===== src/design/catdc_pkg.sv =====
package catdc_pkg;

  // Input item kinds
  localparam logic [1:0] FUNC_HOST  = 2'd0;
  localparam logic [1:0] FUNC_ACK   = 2'd1;
  localparam logic [1:0] FUNC_STATE = 2'd2;
  localparam logic [1:0] FUNC_TICK  = 2'd3;

  // Result kinds
  localparam logic [1:0] KIND_ACK   = 2'd0;
  localparam logic [1:0] KIND_FWD   = 2'd1;
  localparam logic [1:0] KIND_TELEM = 2'd2;

  // Timeout register reset value, in ticks
  localparam logic [15:0] TIMEOUT_RST = 16'd2000;
  localparam logic [15:0] ELAPSED_MAX = 16'hFFFF;

  typedef enum logic [2:0] {
    ST_IDLE,
    ST_DECODE,
    ST_LOOK,
    ST_MISS,
    ST_SEND
  } state_e;

  // One stored command result
  typedef struct packed {
    logic [31:0] key;
    logic        failed;
    logic        actual;
  } cache_ent_t;

  // One result beat waiting to be sent
  typedef struct packed {
    logic [1:0]  kind;
    logic [31:0] id;
    logic        failed;
    logic        state;
  } beat_t;

endpackage


===== src/design/command_ack_tracker_with_dedup_cache.sv =====
// Tracks one outstanding on/off actuator command and answers repeated host commands from a
// small round-robin result cache held in a one-read-port RAM with valid bits in flip-flops
// (no clearing pass after reset). Every item is first decoded. A host command for this
// device with a nonzero id then walks the cache with a single 32-bit key comparator, one
// entry per cycle, until it hits or has checked every entry (on a miss the same comparator
// then checks the pending id). Each result then goes into the output register, at most two
// results per item, held back while the output is stalled. Acks, state packets and ticks
// skip the walk. Input stall stays high until the last result of the current item has
// gone into the output register, and the next item is taken in the following cycle at the
// earliest.
// The timeout register is ready for a write only while the block is idle.
module command_ack_tracker_with_dedup_cache #(
  parameter int CACHE_ENTRIES = 8
) (
  input  logic        clk_i,
  input  logic        rst_ni,
  // Configuration
  input  logic        cfg_valid_i,
  output logic        cfg_ready_o,
  input  logic [15:0] cfg_data_i,
  // Input items
  input  logic        in_valid_i,
  output logic        in_stall_o,
  input  logic [1:0]  func_i,
  input  logic [31:0] command_id_i,
  input  logic        for_this_device_i,
  input  logic        op_is_set_i,
  input  logic        wanted_value_i,
  input  logic [1:0]  acked_request_i,
  input  logic        reported_actual_i,
  // Result items
  output logic        out_valid_o,
  input  logic        out_stall_i,
  output logic [1:0]  out_kind_o,
  output logic [31:0] ack_id_o,
  output logic        ack_failed_o,
  output logic        actuator_state_o,
  output logic        last_result_o
);

  localparam int IDX_W = (CACHE_ENTRIES > 1) ? $clog2(CACHE_ENTRIES) : 1;
  localparam logic [IDX_W-1:0] IDX_LAST = IDX_W'(CACHE_ENTRIES - 1);
  localparam int ENT_W = $bits(catdc_pkg::cache_ent_t);

  catdc_pkg::state_e state_q, state_d;

  // Latched input item
  logic [1:0]  func_q, func_d;
  logic [31:0] id_q, id_d;
  logic        mine_q, mine_d;
  logic        set_q, set_d;
  logic        want_q, want_d;
  logic [1:0]  req_q, req_d;
  logic        rep_q, rep_d;

  // Cache walk
  logic [IDX_W-1:0]         idx_q, idx_d;
  logic [IDX_W-1:0]         cmp_idx_q, cmp_idx_d;
  logic                     cmp_vld_q, cmp_vld_d;
  logic [CACHE_ENTRIES-1:0] valid_q, valid_d;
  logic [IDX_W-1:0]         ins_ptr_q, ins_ptr_d;

  // Pending command and actuator state
  logic        pend_q, pend_d;
  logic [31:0] pend_key_q, pend_key_d;
  logic        pend_want_q, pend_want_d;
  logic [15:0] elapsed_q, elapsed_d;
  logic [15:0] elapsed_inc;
  logic        actual_q, actual_d;
  logic [15:0] timeout_q;

  // Result beats
  catdc_pkg::beat_t beat_q [2];
  catdc_pkg::beat_t beat_d [2];
  logic             two_q, two_d;
  logic             sel_q, sel_d;

  // Output register
  logic        out_valid_q, out_valid_d;
  logic [1:0]  out_kind_q;
  logic [31:0] out_id_q;
  logic        out_failed_q;
  logic        out_state_q;
  logic        out_last_q;
  logic        out_free;
  logic        out_load;
  logic        send_last;

  // Cache RAM and shared key comparator
  logic                  ram_we;
  catdc_pkg::cache_ent_t ram_wdata;
  logic [ENT_W-1:0]      ram_rdata;
  catdc_pkg::cache_ent_t rd_ent;
  logic [31:0]           cmp_key;
  logic                  key_eq;

  // Result to remember
  logic        rem_en;
  logic [31:0] rem_key;
  logic        rem_failed;
  logic        rem_actual;

  catdc_ram #(
    .WIDTH (ENT_W),
    .DEPTH (CACHE_ENTRIES)
  ) u_cache (
    .clk_i   (clk_i),
    .we_i    (ram_we),
    .waddr_i (ins_ptr_q),
    .wdata_i (ram_wdata),
    .raddr_i (idx_q),
    .rdata_o (ram_rdata)
  );

  assign rd_ent  = catdc_pkg::cache_ent_t'(ram_rdata);
  assign cmp_key = (state_q == catdc_pkg::ST_MISS) ? pend_key_q : rd_ent.key;
  assign key_eq  = (cmp_key == id_q);

  assign elapsed_inc = (elapsed_q == catdc_pkg::ELAPSED_MAX) ? elapsed_q : elapsed_q + 16'd1;

  assign out_free  = !out_valid_q || !out_stall_i;
  assign send_last = !two_q || sel_q;
  assign out_load  = (state_q == catdc_pkg::ST_SEND) && out_free;

  assign in_stall_o  = (state_q != catdc_pkg::ST_IDLE);
  assign cfg_ready_o = (state_q == catdc_pkg::ST_IDLE);

  // Sequence one item: decode, walk the cache, stage results, send them
  always_comb begin
    state_d     = state_q;
    func_d      = func_q;
    id_d        = id_q;
    mine_d      = mine_q;
    set_d       = set_q;
    want_d      = want_q;
    req_d       = req_q;
    rep_d       = rep_q;
    idx_d       = idx_q;
    cmp_idx_d   = cmp_idx_q;
    cmp_vld_d   = cmp_vld_q;
    valid_d     = valid_q;
    ins_ptr_d   = ins_ptr_q;
    pend_d      = pend_q;
    pend_key_d  = pend_key_q;
    pend_want_d = pend_want_q;
    elapsed_d   = elapsed_q;
    actual_d    = actual_q;
    beat_d      = beat_q;
    two_d       = two_q;
    sel_d       = sel_q;
    rem_en      = 1'b0;
    rem_key     = id_q;
    rem_failed  = 1'b1;
    rem_actual  = actual_q;

    case (state_q)
      catdc_pkg::ST_IDLE: begin
        if (in_valid_i) begin
          func_d  = func_i;
          id_d    = command_id_i;
          mine_d  = for_this_device_i;
          set_d   = op_is_set_i;
          want_d  = wanted_value_i;
          req_d   = acked_request_i;
          rep_d   = reported_actual_i;
          sel_d   = 1'b0;
          two_d   = 1'b0;
          state_d = catdc_pkg::ST_DECODE;
        end
      end

      catdc_pkg::ST_DECODE: begin
        case (func_q)
          catdc_pkg::FUNC_HOST: begin
            if (!mine_q || (id_q == 32'd0)) begin
              state_d = catdc_pkg::ST_IDLE;
            end else begin
              idx_d     = '0;
              cmp_vld_d = 1'b0;
              state_d   = catdc_pkg::ST_LOOK;
            end
          end
          catdc_pkg::FUNC_STATE: begin
            actual_d  = rep_q;
            beat_d[0] = '{kind: catdc_pkg::KIND_TELEM, id: 32'd0, failed: 1'b0, state: rep_q};
            state_d   = catdc_pkg::ST_SEND;
          end
          catdc_pkg::FUNC_ACK: begin
            actual_d  = rep_q;
            beat_d[0] = '{kind: catdc_pkg::KIND_TELEM, id: 32'd0, failed: 1'b0, state: rep_q};
            // Resolve the pending command when the echo matches its request
            if (pend_q && (req_q == {1'b0, pend_want_q})) begin
              two_d      = 1'b1;
              beat_d[1]  = '{kind: catdc_pkg::KIND_ACK, id: pend_key_q,
                             failed: (rep_q != pend_want_q), state: rep_q};
              rem_en     = 1'b1;
              rem_key    = pend_key_q;
              rem_failed = (rep_q != pend_want_q);
              rem_actual = rep_q;
              pend_d     = 1'b0;
              pend_key_d = 32'd0;
              elapsed_d  = 16'd0;
            end
            state_d = catdc_pkg::ST_SEND;
          end
          catdc_pkg::FUNC_TICK: begin
            if (!pend_q) begin
              state_d = catdc_pkg::ST_IDLE;
            end else if (elapsed_inc >= timeout_q) begin
              // Time out the pending command as failed
              beat_d[0]  = '{kind: catdc_pkg::KIND_ACK, id: pend_key_q,
                             failed: 1'b1, state: actual_q};
              rem_en     = 1'b1;
              rem_key    = pend_key_q;
              rem_failed = 1'b1;
              rem_actual = actual_q;
              pend_d     = 1'b0;
              pend_key_d = 32'd0;
              elapsed_d  = 16'd0;
              state_d    = catdc_pkg::ST_SEND;
            end else begin
              elapsed_d = elapsed_inc;
              state_d   = catdc_pkg::ST_IDLE;
            end
          end
          default: begin
            state_d = catdc_pkg::ST_IDLE;
          end
        endcase
      end

      catdc_pkg::ST_LOOK: begin
        // Issue the next read, compare the entry read last cycle
        idx_d     = idx_q + IDX_W'(1);
        cmp_idx_d = idx_q;
        cmp_vld_d = 1'b1;
        if (cmp_vld_q) begin
          if (valid_q[cmp_idx_q] && key_eq) begin
            beat_d[0] = '{kind: catdc_pkg::KIND_ACK, id: id_q,
                          failed: rd_ent.failed, state: rd_ent.actual};
            state_d   = catdc_pkg::ST_SEND;
          end else if (cmp_idx_q == IDX_LAST) begin
            state_d = catdc_pkg::ST_MISS;
          end
        end
      end

      catdc_pkg::ST_MISS: begin
        if (pend_q && key_eq) begin
          // Drop a repeat of the pending command
          state_d = catdc_pkg::ST_IDLE;
        end else if (!set_q) begin
          beat_d[0]  = '{kind: catdc_pkg::KIND_ACK, id: id_q, failed: 1'b1, state: actual_q};
          rem_en     = 1'b1;
          rem_key    = id_q;
          rem_failed = 1'b1;
          rem_actual = actual_q;
          state_d    = catdc_pkg::ST_SEND;
        end else if (pend_q) begin
          // Drop while another command is outstanding
          state_d = catdc_pkg::ST_IDLE;
        end else begin
          pend_d      = 1'b1;
          pend_key_d  = id_q;
          pend_want_d = want_q;
          elapsed_d   = 16'd0;
          beat_d[0]   = '{kind: catdc_pkg::KIND_FWD, id: id_q, failed: 1'b0, state: want_q};
          state_d     = catdc_pkg::ST_SEND;
        end
      end

      catdc_pkg::ST_SEND: begin
        if (out_free) begin
          if (send_last) begin
            state_d = catdc_pkg::ST_IDLE;
          end else begin
            sel_d = 1'b1;
          end
        end
      end

      default: begin
        state_d = catdc_pkg::ST_IDLE;
      end
    endcase

    // Store a result at the round-robin slot
    ram_we    = rem_en;
    ram_wdata = '{key: rem_key, failed: rem_failed, actual: rem_actual};
    if (rem_en) begin
      valid_d[ins_ptr_q] = 1'b1;
      ins_ptr_d          = (ins_ptr_q == IDX_LAST) ? '0 : ins_ptr_q + IDX_W'(1);
    end
  end

  // Hold the output transfer until taken, load the next beat when free
  always_comb begin
    if (out_load) begin
      out_valid_d = 1'b1;
    end else if (out_stall_i) begin
      out_valid_d = out_valid_q;
    end else begin
      out_valid_d = 1'b0;
    end
  end

  // Control state
  always_ff @(posedge clk_i or negedge rst_ni) begin
    if (!rst_ni) begin
      state_q     <= catdc_pkg::ST_IDLE;
      cmp_vld_q   <= 1'b0;
      valid_q     <= '0;
      ins_ptr_q   <= '0;
      pend_q      <= 1'b0;
      pend_key_q  <= 32'd0;
      pend_want_q <= 1'b0;
      elapsed_q   <= 16'd0;
      actual_q    <= 1'b0;
      timeout_q   <= catdc_pkg::TIMEOUT_RST;
      two_q       <= 1'b0;
      sel_q       <= 1'b0;
      out_valid_q <= 1'b0;
    end else begin
      state_q     <= state_d;
      cmp_vld_q   <= cmp_vld_d;
      valid_q     <= valid_d;
      ins_ptr_q   <= ins_ptr_d;
      pend_q      <= pend_d;
      pend_key_q  <= pend_key_d;
      pend_want_q <= pend_want_d;
      elapsed_q   <= elapsed_d;
      actual_q    <= actual_d;
      two_q       <= two_d;
      sel_q       <= sel_d;
      out_valid_q <= out_valid_d;
      if (cfg_valid_i && cfg_ready_o) begin
        timeout_q <= cfg_data_i;
      end
    end
  end

  // Payload registers
  always_ff @(posedge clk_i) begin
    func_q    <= func_d;
    id_q      <= id_d;
    mine_q    <= mine_d;
    set_q     <= set_d;
    want_q    <= want_d;
    req_q     <= req_d;
    rep_q     <= rep_d;
    idx_q     <= idx_d;
    cmp_idx_q <= cmp_idx_d;
    beat_q    <= beat_d;
    if (out_load) begin
      out_kind_q   <= beat_q[sel_q].kind;
      out_id_q     <= beat_q[sel_q].id;
      out_failed_q <= beat_q[sel_q].failed;
      out_state_q  <= beat_q[sel_q].state;
      out_last_q   <= send_last;
    end
  end

  assign out_valid_o      = out_valid_q;
  assign out_kind_o       = out_kind_q;
  assign ack_id_o         = out_id_q;
  assign ack_failed_o     = out_failed_q;
  assign actuator_state_o = out_state_q;
  assign last_result_o    = out_last_q;

  // A new result only comes from the send state
  a_out_from_send: assert property (@(posedge clk_i) disable iff (!rst_ni)
    $rose(out_valid_q) |-> $past(state_q == catdc_pkg::ST_SEND))
    else $error("output transfer raised outside the send state");

  // A pending command is only released together with a cache write
  a_release_cached: assert property (@(posedge clk_i) disable iff (!rst_ni)
    $fell(pend_q) |-> $past(ram_we))
    else $error("pending command released without storing its result");

  // The insert pointer stays inside the cache
  a_ptr_range: assert property (@(posedge clk_i) disable iff (!rst_ni)
    ins_ptr_q <= IDX_LAST)
    else $error("insert pointer out of range");

  // The second beat is only sent for a two-result item
  a_second_beat: assert property (@(posedge clk_i) disable iff (!rst_ni)
    (state_q == catdc_pkg::ST_SEND && sel_q) |-> two_q)
    else $error("second result beat without a second result");

  // A lookup never goes straight on to decoding a new item
  a_busy_stall: assert property (@(posedge clk_i) disable iff (!rst_ni)
    (state_q == catdc_pkg::ST_LOOK) |=> (state_q != catdc_pkg::ST_DECODE))
    else $error("lookup left without a decision");

endmodule


===== src/design/catdc_ram.sv =====
module catdc_ram #(
  parameter int WIDTH = 34,
  parameter int DEPTH = 8
) (
  input  logic                                    clk_i,
  input  logic                                    we_i,
  input  logic [((DEPTH > 1) ? $clog2(DEPTH) : 1)-1:0] waddr_i,
  input  logic [WIDTH-1:0]                        wdata_i,
  input  logic [((DEPTH > 1) ? $clog2(DEPTH) : 1)-1:0] raddr_i,
  output logic [WIDTH-1:0]                        rdata_o
);

  logic [WIDTH-1:0] mem_q [DEPTH];
  logic [WIDTH-1:0] rdata_q;

  // Write one word, register the read word
  always_ff @(posedge clk_i) begin
    if (we_i) begin
      mem_q[waddr_i] <= wdata_i;
    end
    rdata_q <= mem_q[raddr_i];
  end

  assign rdata_o = rdata_q;

endmodule

===== config.mk =====
export PLATFORM = sky130hd
export DESIGN_NAME = command_ack_tracker_with_dedup_cache
export DESIGN_NICKNAME = d
export VERILOG_FILES = /design/src/design/catdc_pkg.sv /design/src/design/command_ack_tracker_with_dedup_cache.sv /design/src/design/catdc_ram.sv
export SDC_FILE = /design/constraint.sdc
export NUM_CORES = 1
export LEC_CHECK = 0
export CAP_MARGIN = 20
export CORE_MARGIN = 2
export CORE_UTILIZATION = 40
export DETAILED_ROUTE_END_ITERATION = 10
export DONT_BUFFER_PORTS = 1
export MAX_ROUTING_LAYER = met4
export SLEW_MARGIN = 0
export SYNTH_ARGS = -nofsm -noshare
export SYNTH_HDL_FRONTEND = slang
export SYNTH_SLANG_ARGS = --single-unit

===== constraint.sdc =====
create_clock -name clk_i -period 6.5 [get_ports clk_i]
set_input_delay 0.65 -clock clk_i [delete_from_list [all_inputs] [get_ports clk_i]]
set_output_delay 0.65 -clock clk_i [all_outputs]
set_load 0.02 [all_outputs]

# Word-level counts from Yosys, hierarchy flattened
# Memory sizes are Yosys's and may differ from the RTL's. A register that Yosys moved wholly into a read port is not among the register bits.
# Cells that the tools add are included.
# word_totals
regBits	238
ram_bits	272
input_bits	61
out_inout_bits	40
word_cells	207
n_memories	1
# memory_table
name	words	width	read_ports	rd_clocked_by_memory_dff	wr	line	source
u_cache.mem_q	8	34	1	1	1	catdc_ram.sv:13	logic [WIDTH-1:0] mem_q [DEPTH];
# classes
addsub	3
n_lt_le_gt_ge	5
n_eq_ne	34
mux	91
bitwise_logic	4
reduce_logical	35
# ops
op	count
2-to-1 mux 36 bit	10
2-to-1 mux 32 bit	11
case mux 32 bit (2 select lines)	3
2-to-1 mux 16 bit	7
case mux 36 bit (3 select lines)	1
case mux 36 bit (2 select lines)	1
case mux 16 bit (2 select lines)	2
2-to-1 mux 3 bit	14
equality test 32 bit	1
logical NOT 32 bit	1
2-to-1 mux 1 bit	29
inequality test 2 bit, second input constant	10
adder 16 x 1 -> 16 bit, second input constant	1
equality test 16 bit, second input constant	1
greater-or-equal comparator 16 bit	1
AND reduction 8 bit	2
inequality test 3 bit, second input constant	5
case mux 3 bit (5 select lines)	1
case mux 1 bit (2 select lines)	7
AND reduction 4 bit	3
AND reduction 5 bit	2
equality test 3 bit, second input constant	3
case mux 3 bit (3 select lines)	1
less-than comparator 3 x 4 -> 1 bit, second input constant	2
30 further kinds	53

# Longest topological paths before layout
# Gate-level depths: netlist of run 1.
# depth
depth_word	9
depth_mapped	18
ltp_nobuf	16

# Modules after synthesis
# A second synthesis of run 1 with hierarchy kept.
# hier_totals
cells_unflattened	1375
area_unflattened_um2	22370.2
# modules_own_cells
mod	n_inst	cells_per_inst	area_each_um2	seq_area_each_um2
command_ack_tracker_with_dedup_cache	1	934	11287.1	6729.0
catdc_ram	1	441	11083.1	8848.5

# Worst setup path after synthesis of run 1
# OpenSTA, ideal clock, no wires.
# synth_timing
path_kind	reg-to-reg
startpoint	reg elapsed_q[3]
endpoint	mem u_cache.mem_q[7][0], enable pin
setup_time_ns	0.395
arrival_time_ns	4.517
required_ns	6.105
path_slack_ns	1.588
stages_incl_launch_ff	17
n_path_buf	0
period_less_slack_ns	4.912
path_cell_list	dfrtp_1 > and3_1 > nand4_1 > or3_1 > nor4_4 > or2_1 > nor2_1 > xor2_1 > ha_1 > nand4_1 > nor4_1 > a32oi_1 > o31ai_1 > nor2_1 > nor2_1 > o21a_1 > and3_1
# synth_via
elab_chain_cells	9
elab_cells_between_ends	10
classes_between	1 x add/sub; 1 x order compare; 1 x eq/ne; 7 x mux
# synth_lines
element	line	source
start, declared	command_ack_tracker_with_dedup_cache.sv:67	logic [15:0] elapsed_q, elapsed_d;
start signal, assigned	command_ack_tracker_with_dedup_cache.sv:331	elapsed_q <= elapsed_d;
adder 16 x 1 -> 16 bit / equality test 16 bit (equally long branches)	command_ack_tracker_with_dedup_cache.sv:119	assign elapsed_inc = (elapsed_q == catdc_pkg::ELAPSED_MAX) ? elapsed_q : elapsed_q + 16'd1;
2-to-1 mux 16 bit (*)	command_ack_tracker_with_dedup_cache.sv:119	
greater-or-equal comparator 16 bit (*)	command_ack_tracker_with_dedup_cache.sv:209	end else if (elapsed_inc >= timeout_q) begin
2-to-1 mux 1 bit (*)	command_ack_tracker_with_dedup_cache.sv:209	
2-to-1 mux 1 bit (*)	command_ack_tracker_with_dedup_cache.sv:207	if (!pend_q) begin
case mux 1 bit (2 select lines) (*)	command_ack_tracker_with_dedup_cache.sv:173	case (func_q)
case mux 1 bit (2 select lines) (*)	command_ack_tracker_with_dedup_cache.sv:156	case (state_q)
2-to-1 mux 1 bit (*)	catdc_ram.sv:18	if (we_i) begin
2-to-1 mux 1 bit (not written as such) (*)	catdc_ram.sv:19	mem_q[waddr_i] <= wdata_i;
end, declared	catdc_ram.sv:13	
# Every way passes the cells marked *; elsewhere a longest branch is shown, timed or not.

# Worst setup path after layout of run 1
# layout_timing
startpoint	reg elapsed_q[3]
endpoint	mem u_cache.mem_q[7][5], enable pin
# The elaborated chain is that of the path after synthesis.

==> results of run 1 <==
-- power by group through the flow --
stage          Combinational, W  Clock, W  Sequential, W
6_report                0.00167   0.00329        0.00485
3_3_place_gp            0.00162         0        0.00492
3_5_place_dp            0.00167         0        0.00492
2_1_floorplan           0.00125         0        0.00470
5_1_grt                 0.00185   0.00349        0.00489
4_1_cts                 0.00169   0.00335        0.00485
-- worst max-delay path, delay by kind of cell (launching register included) --
kind                       cells  cell delay [ns]
xor gates and xnor gates       1             0.16
DFF                            1             0.42
AOI/OAI and AO/OA              3             0.61
adders and majority gates      1             0.33
buffers and inverters          2             0.78
and+or+nand+nor               11             2.64
-- layer usage --
layer	vias up	GRT usage (%)	wire length, um
li1	5361	-	-
met1	6153	25.6	22600
met2	406	28.9	24100
met3	93	3.75	3440
met4	0	6.50	1620
met5	-	-	0
-- state kept, by name, summed over array words and instances (netlist names), 2 cells and up --
name / cells
ack_id_o: 32
beat_q: 70
cmp_idx_q: 3
elapsed_q: 16
func_q: 2
id_q: 32
idx_q: 3
ins_ptr_q: 3
out_kind_o: 2
pend_key_q: 32
req_q: 2
state_q: 3
timeout_q: 16
u_cache.mem_q: 272
u_cache.rdata_o: 34
valid_q: 8
-- final cells by class --
cell class | count | area share [%]
clock buffers | 77 | 6.44
clock inverters | 29 | 1.24
flip-flops and latches | 544 | 62.6
diodes | 1 | 0.0101
inverters | 57 | 0.860
well taps | 704 | 3.54
repair buffers | 30 | 1.20
multi-input cells | 713 | 24.1
-- synthesized netlist by cell type (4+ instances only) --
cell type	n	area share [%]
clkbuf_1	55	0.94
nand4_1	8	0.23
o21ai_0	62	1.4
o22ai_1	12	0.34
ha_1	23	1.3
buf_1	13	0.22
nor3_1	6	0.14
and3_1	5	0.14
mux4_2	70	7.2
dfrtp_1	79	9.0
edfxtp_1	425	58
o31ai_1	18	0.61
dfxtp_1	34	3.1
a21oi_1	26	0.59
nor4_1	13	0.37
nor2_1	33	0.56
inv_1	56	0.95
a31oi_1	4	0.11
xnor2_1	21	0.83
or3_1	7	0.20
nor2b_1	12	0.34
a22o_1	44	1.7
nand2b_1	8	0.23
nand2_1	128	2.2
mux2_2	73	3.7
o2111ai_1	5	0.20
dfstp_2	6	0.72
a21o_1	11	0.37
mux2i_1	7	0.32
and2_1	8	0.23
xor2_1	20	0.79
nand3_1	40	0.91
-- kinds of logic after synthesis --
group	synth area share, %
multiplexers	11.4
XOR/XNOR	1.63
buffers and inverters	2.28
flip-flops	70.7
AND/OR/NAND/NOR	6.06
adder cells (fa/ha/maj)	1.31
AO/OA/AOI/OAI	6.67
-- metrics by stage --
step / std cells / hold WS [ns] / total power, W / cell area (um^2) / utilization, %
final: 2155 / 0.136 / 0.00980 / 24900 / 45.4
after global placement: 2045 / 0.357 / 0.00654 / 22900 / 41.8
after detailed placement: 2045 / 0.357 / 0.00659 / 22900 / 41.8
after global routing: 2155 / 0.104 / 0.0102 / 24900 / 45.4
after CTS: 2153 / 0.109 / 0.00989 / 24900 / 45.4
after floorplan: 1386 / 0.354 / 0.00595 / 22000 / -
-- worst paths after layout --
path	endpoint	slack (ns)	depth (start not counted)
setup / recovery	u_cache.mem_q[7][5]	1.17	18
hold / removal	id_q[15]	0.14	0
setup reg to reg	u_cache.mem_q[7][5]	1.17	18
hold reg to reg	valid_q[1]	0.47	1
max in group asynchronous	pend_key_q[9]	5.50	2
min in group asynchronous	elapsed_q[9]	0.63	2
==> results by group, run 1 <==
Timing
  • Slack of the critical path: roughly 1.2 ns
  • Setup_tns: 0 ns
  • Slew Limit Fails: 0
  • Clk_skew: between 0.015 and 0.02 ns
  • Unrepaired setup endpoints after global routing: no
  • Final Hold Vio Count: 0
  • Crit path time final: between 5 and 6 ns
  • Max Clk Rate: between 150 and 200 MHz
  • Slew @ Worst Pin: 1.15 ns
  • Tcrit/Tclk final: between 80 and 90%
  • Max-slew headroom: a little under a quarter
  • Final setup fails: 0

Routing
  • DR pass1 iterations: 7
  • Vias: between 10000 and 15000
  • Post-DRT Antenna Nets: 0
  • 1st-iter DRT viols: 1177
  • WL/cell: 24.0 um
  • Vias per cell: about 5.6
  • Total wire length: between 50 and 60 mm
  • Residual DRC count: 0

Die
  • Core area: between 50000 and 60000 um^2
  • Starting Density: between 40% and 50%
  • Row Count: 86
  • I/O Pins: just over 100
  • Die height: between 200 and 250 um
  • Die ar.: about 57000 um^2
  • Die W: 239 um

Place
  • GPL Wtd Cong: between 0.8 and 0.9
  • Placement Setup Slack: approximately 1.1 ns
  • Port Buf Inserts: 0
  • Post-DP HPWL: ~33 mm

Run
  • Max-cap violations: 0

Finish
  • Filler instances: 4629
  • Sequential cell area: 15600 um^2
  • Area grow syn2layout: 12.9%
  • Layout Nets: roughly 1500
  • Share of cells above drive strength 1: just over 20%
  • Area of the multi-input gates: roughly 6000 um^2
  • Most frequent cells in the layout: edfxtp_1, nand2_1, dfrtp_1
  • Commonest non-fill, non-tap cell in the layout: edfxtp_1

Power
  • Total power density per cell area: just under 400 nW/um^2
  • Lkg Pwr: just under 9 nW
  • Internal: between 0.007 and 0.008 W
  • Reg power frac: ~50%
  • Switching share of power: between 20% and 30%
  • Logic pwr share: between 10% and 20%
  • Clock power share: between 30% and 40%
  • Psw: roughly 0.0028 W
  • Worst vdd ir: around 0.23 mV

Synthesis
  • Post-Syn Area: about 22000 um^2
  • Mean Syn Cell Area: roughly 16 um^2
  • Ys async rst share: between 10% and 20%
  • Post-synth EDFFs: roughly 430
  • Seq/Total Area, Yosys: 70.7%
  • Synth Net Count: between 1000 and 1500
  • Yosys cell types: 70
  • Warnings from Yosys: 0
  • Yosys reg bits: between 500 and 600
  • Mapped Cells: between 1000 and 1500
  • Main flop type after synthesis: edfxtp_1

Critical path
  • Kind of end point of the critical path: flip-flop
  • CP Max Fanout: 34
  • Crit start category: flip-flop
  • CP arrival: around 5.6 ns
  • CP startpoint: elapsed_q[3]
  • Slowest CP cell: nor4_4
  • Reg-to-Reg Start: elapsed_q[3]
  • CP max stage delay: roughly 0.53 ns
  • CP Cell Sequence: and3_1, nand4_1, or3_1, nor4_4, or2_1, nor2_1, xor2_1, ha_1, nand4_1, nor4_1, a32oi_1, o31ai_1, nor2_1, nor2_2, buf_4, o21a_1, and3_2, buf_4
  • WS Path Type: reg -> reg
  • Worst EP required: roughly 6.7 ns

Clocking
  • CTS max path bufs: 3
  • H-Tree Depth: 2
  • # Post-CTS Setup Buffers: 0
  • CTS sink cnt: 544
  • CTS tree: built
  • Clock latency on the worst-skew pair: about 0.61 ns
  • Num CTS Buffers: between 50 and 60
  • CTS Root Cell: clkbuf_16
  • Resized cells post-CTS: 0
  • Clk slew on worst S/H paths: about 0.060 ns
  • CTS Hold Buffers Added: 2

Outcome
  • Run status: finished clean

Global routing
  • Initial antenna violation count: 1
  • Largest net degree at the start of global routing: 86
  • Overall routing resource usage: 19.0%
  • Number of global-route vias before repair: 12100
  • First-pass GRT wire length: slightly below 80 mm
  • Overflow after GRT: 0

Worst hold path
  • Worst hold start: command_id_i[15]
  • Hold Path Class: in -> reg
(Power assumes the default switching activity.)
==> inputs of run 2 (changes only) <==
clock period = 4.32 ns   (was 6.5 ns; I/O delays follow)
==> results by group, run 2 (synthesized netlist as in run 1, its figures left out) <==
Outcome
  • Run status: finished clean (unchanged)

Timing
  • Final Hold Vio Count: 0 (unchanged)
  • Slew Limit Fails: 0 (unchanged)
  • Tcrit/Tclk final: 95.6% (was 82.0%)
  • Worst hold margin: 0.0657 ns (was 0.136 ns)
  • Clk_skew: 0.0349 ns (was 0.0195 ns)
  • Slew @ Worst Pin: 1.05 ns (was 1.15 ns)
  • Final setup fails: 0 (unchanged)
  • Slack of the critical path: 0.192 ns (was 1.17 ns)
  • Unrepaired setup endpoints after global routing: yes (was no)
  • Max Clk Rate: 242 MHz (was 188 MHz)
  • Max-slew headroom: 30.1% (was 23.6%)
  • Crit path time final: 4.13 ns (was 5.33 ns)

Critical path
  • CP max stage delay: 0.44 ns (was 0.53 ns)
  • Worst EP required: 4.62 ns (was 6.73 ns)
  • Crit start category: flip-flop (unchanged)
  • CP Max Fanout: 8 (was 34)
  • CP arrival: 4.43 ns (was 5.57 ns)
  • Crit path max-delay family: simple AND/OR/NAND/NOR gates (unchanged)
  • Kind of end point of the critical path: flip-flop (unchanged)
  • Crit path buffers/inverters: 3 (was 2)
  • Slowest CP cell: or3_4 (was nor4_4)
  • CP Cell Sequence: and3_4, nand4_1, or3_4, buf_6, or3_4, nand2_2, or3b_4, ha_4, nand4_1, nor2_1, a32oi_1, o31ai_1, buf_4, nor2_2, nor2_4, o21ba_4, and3_4, clkbuf_16 (was and3_1, nand4_1, or3_1, nor4_4, or2_1, nor2_1, xor2_1, ha_1, nand4_1, nor4_1, a32oi_1, o31ai_1, nor2_1, nor2_2, buf_4, o21a_1, and3_2, buf_4)
  • WS Path Type: reg -> reg (unchanged)

Power
  • Lkg Pwr: 9.51 nW (was 8.92 nW)
  • Total power density per cell area: 568 nW/um^2 (was 394 nW/um^2)
  • Worst vdd ir: 0.393 mV (was 0.230 mV)
  • Power Total: 0.0149 W (was 0.00980 W)

Clocking
  • Num CTS Buffers: 56 (unchanged)
  • CTS Root Cell: clkbuf_16 (unchanged)
  • Clock latency on the worst-skew pair: 0.62 ns (was 0.61 ns)
  • CTS sink cnt: 544 (unchanged)
  • CTS tree: built (unchanged)
  • CTS max path bufs: 3 (unchanged)
  • Clk slew on worst S/H paths: 0.06 ns (about the same)
  • H-Tree Depth: 2 (unchanged)

Finish
  • Sequential cell area: 15600 um^2 (unchanged)
  • Commonest non-fill, non-tap cell in the layout: edfxtp_1 (unchanged)
  • Area of the multi-input gates: 6130 um^2 (was 6000 um^2)
  • Final std cells w/o fill: 2268 (was 2155)
  • Filler instances: 4580 (was 4629)
  • Area grow syn2layout: 19.2% (was 12.9%)
  • Ant diodes: 0 (was 1)
  • Final core occ: 48.0% (was 45.4%)
  • Largest Register: u_cache.mem_q (unchanged)
  • Most frequent cells in the layout: edfxtp_1, nand2_1, dfrtp_1 (unchanged)
  • Max reg flops: 272 (unchanged)
  • Layout Nets: 1601 (was 1486)
  • Share of cells above drive strength 1: 23.8% (was 20.3%)

Routing
  • Vias: 12600 (was 12000)
  • Total wire length: 53.9 mm (was 51.7 mm)
  • 1st-iter DRT viols: 1233 (was 1177)
  • Vias per cell: 5.57 (about the same)
  • Residual DRC count: 0 (unchanged)
  • Post-DRT Antenna Nets: 0 (unchanged)
  • DR pass1 iterations: 5 (was 7)
  • WL/cell: 23.8 um (was 24.0 um)

Global routing
  • Overflow after GRT: 0 (unchanged)
  • First-pass GRT wire length: 80.8 mm (was 78.1 mm)
  • Initial antenna violation count: 0 (was 1)
  • Number of global-route vias before repair: 12800 (was 12100)
  • Overall routing resource usage: 19.6% (was 19.0%)
  • Largest net degree at the start of global routing: 86 (unchanged)

Die
  • Die W: 239 um (unchanged)
  • Die height: 239 um (unchanged)
  • Core area: 54800 um^2 (unchanged)
  • Starting Density: 40.3% (unchanged)
  • I/O Pins: 101 (unchanged)
  • Die ar.: 57000 um^2 (unchanged)
  • Row Count: 86 (unchanged)

Run
  • Max-cap violations: 0 (unchanged)

Place
  • Placed Instances: 2097 (was 2045)
  • Placement Setup Slack: -0.0864 ns (was 1.12 ns)
  • GPL Wtd Cong: 0.886 (was 0.899)
  • Post-DP HPWL: 35.9 mm (was 33.1 mm)
  • Port Buf Inserts: 0 (unchanged)

Worst hold path
  • Hold Path Class: in -> reg (unchanged)
## run 2: changes by cell type in the layout (fill, tap and decap cells not counted), sizes merged
cell	previous run	this run
inv	60	59
clkinv	18	27
buf	29	86
dlygate4sd3	1	58
bufinv	6	7
diode	1	0
clkbuf	77	68
## run 2: path summary, 6_finish.rpt
path                         startpoint              endpoint  cells after the start  slack (ns)
max reg2reg                elapsed_q[3]  u_cache.mem_q[6][21]                     18        0.19
max in group asynchronous        rst_ni         pend_key_q[6]                      2        3.54
max                        elapsed_q[3]  u_cache.mem_q[6][21]                     18        0.19
min reg2reg                  valid_q[0]            valid_q[0]                      1        0.47
min in group asynchronous        rst_ni          elapsed_q[8]                      2        0.40
min                          in_valid_i                 sel_q                      2        0.07
## run 2: per-layer routing
layer	track usage, %	up-vias	routed length (um)
met1	26.0	6468	23000
met4	6.27	0	1640
met2	30.4	475	25600
met5	-	-	0
li1	-	5574	-
met3	3.91	110	3670
## run 2: final cells by class
class / count / share of cell area, %
multi-input cells: 713 / 23.3
repair buffers: 145 / 6.16
clock buffers: 67 / 5.61
flip-flops and latches: 544 / 59.3
inverters: 57 / 0.814
well taps: 704 / 3.35
clock inverters: 38 / 1.45
## run 2: metrics by stage
| stage | setup TNS (ns) | area (um^2) |
|---|---|---|
| CTS | 0 | 26100 |
| detailed placement | -4.95 | 23600 |
| finish | 0 | 26300 |
| floorplan | 0 | 22100 |
| global placement | -2.47 | 23600 |
| global route | 0 | 26300 |
## run 2: power by group
group	internal [W]	leakage, nW	switching (W)	total, W
combinational	0.00108	3.24	0.00172	0.00280
sequential	0.00667	5.37	0.000599	0.00727
clock	0.00285	0.903	0.00201	0.00486
## run 2: repair_timing
item                       CTS  global route
hold buffers                59             0
hold endpoints to repair   142             0
gates resized for setup     11            29
gates cloned                 0             1
setup buffers                3             3
setup endpoints to repair  342           566
pin swaps                    6            15
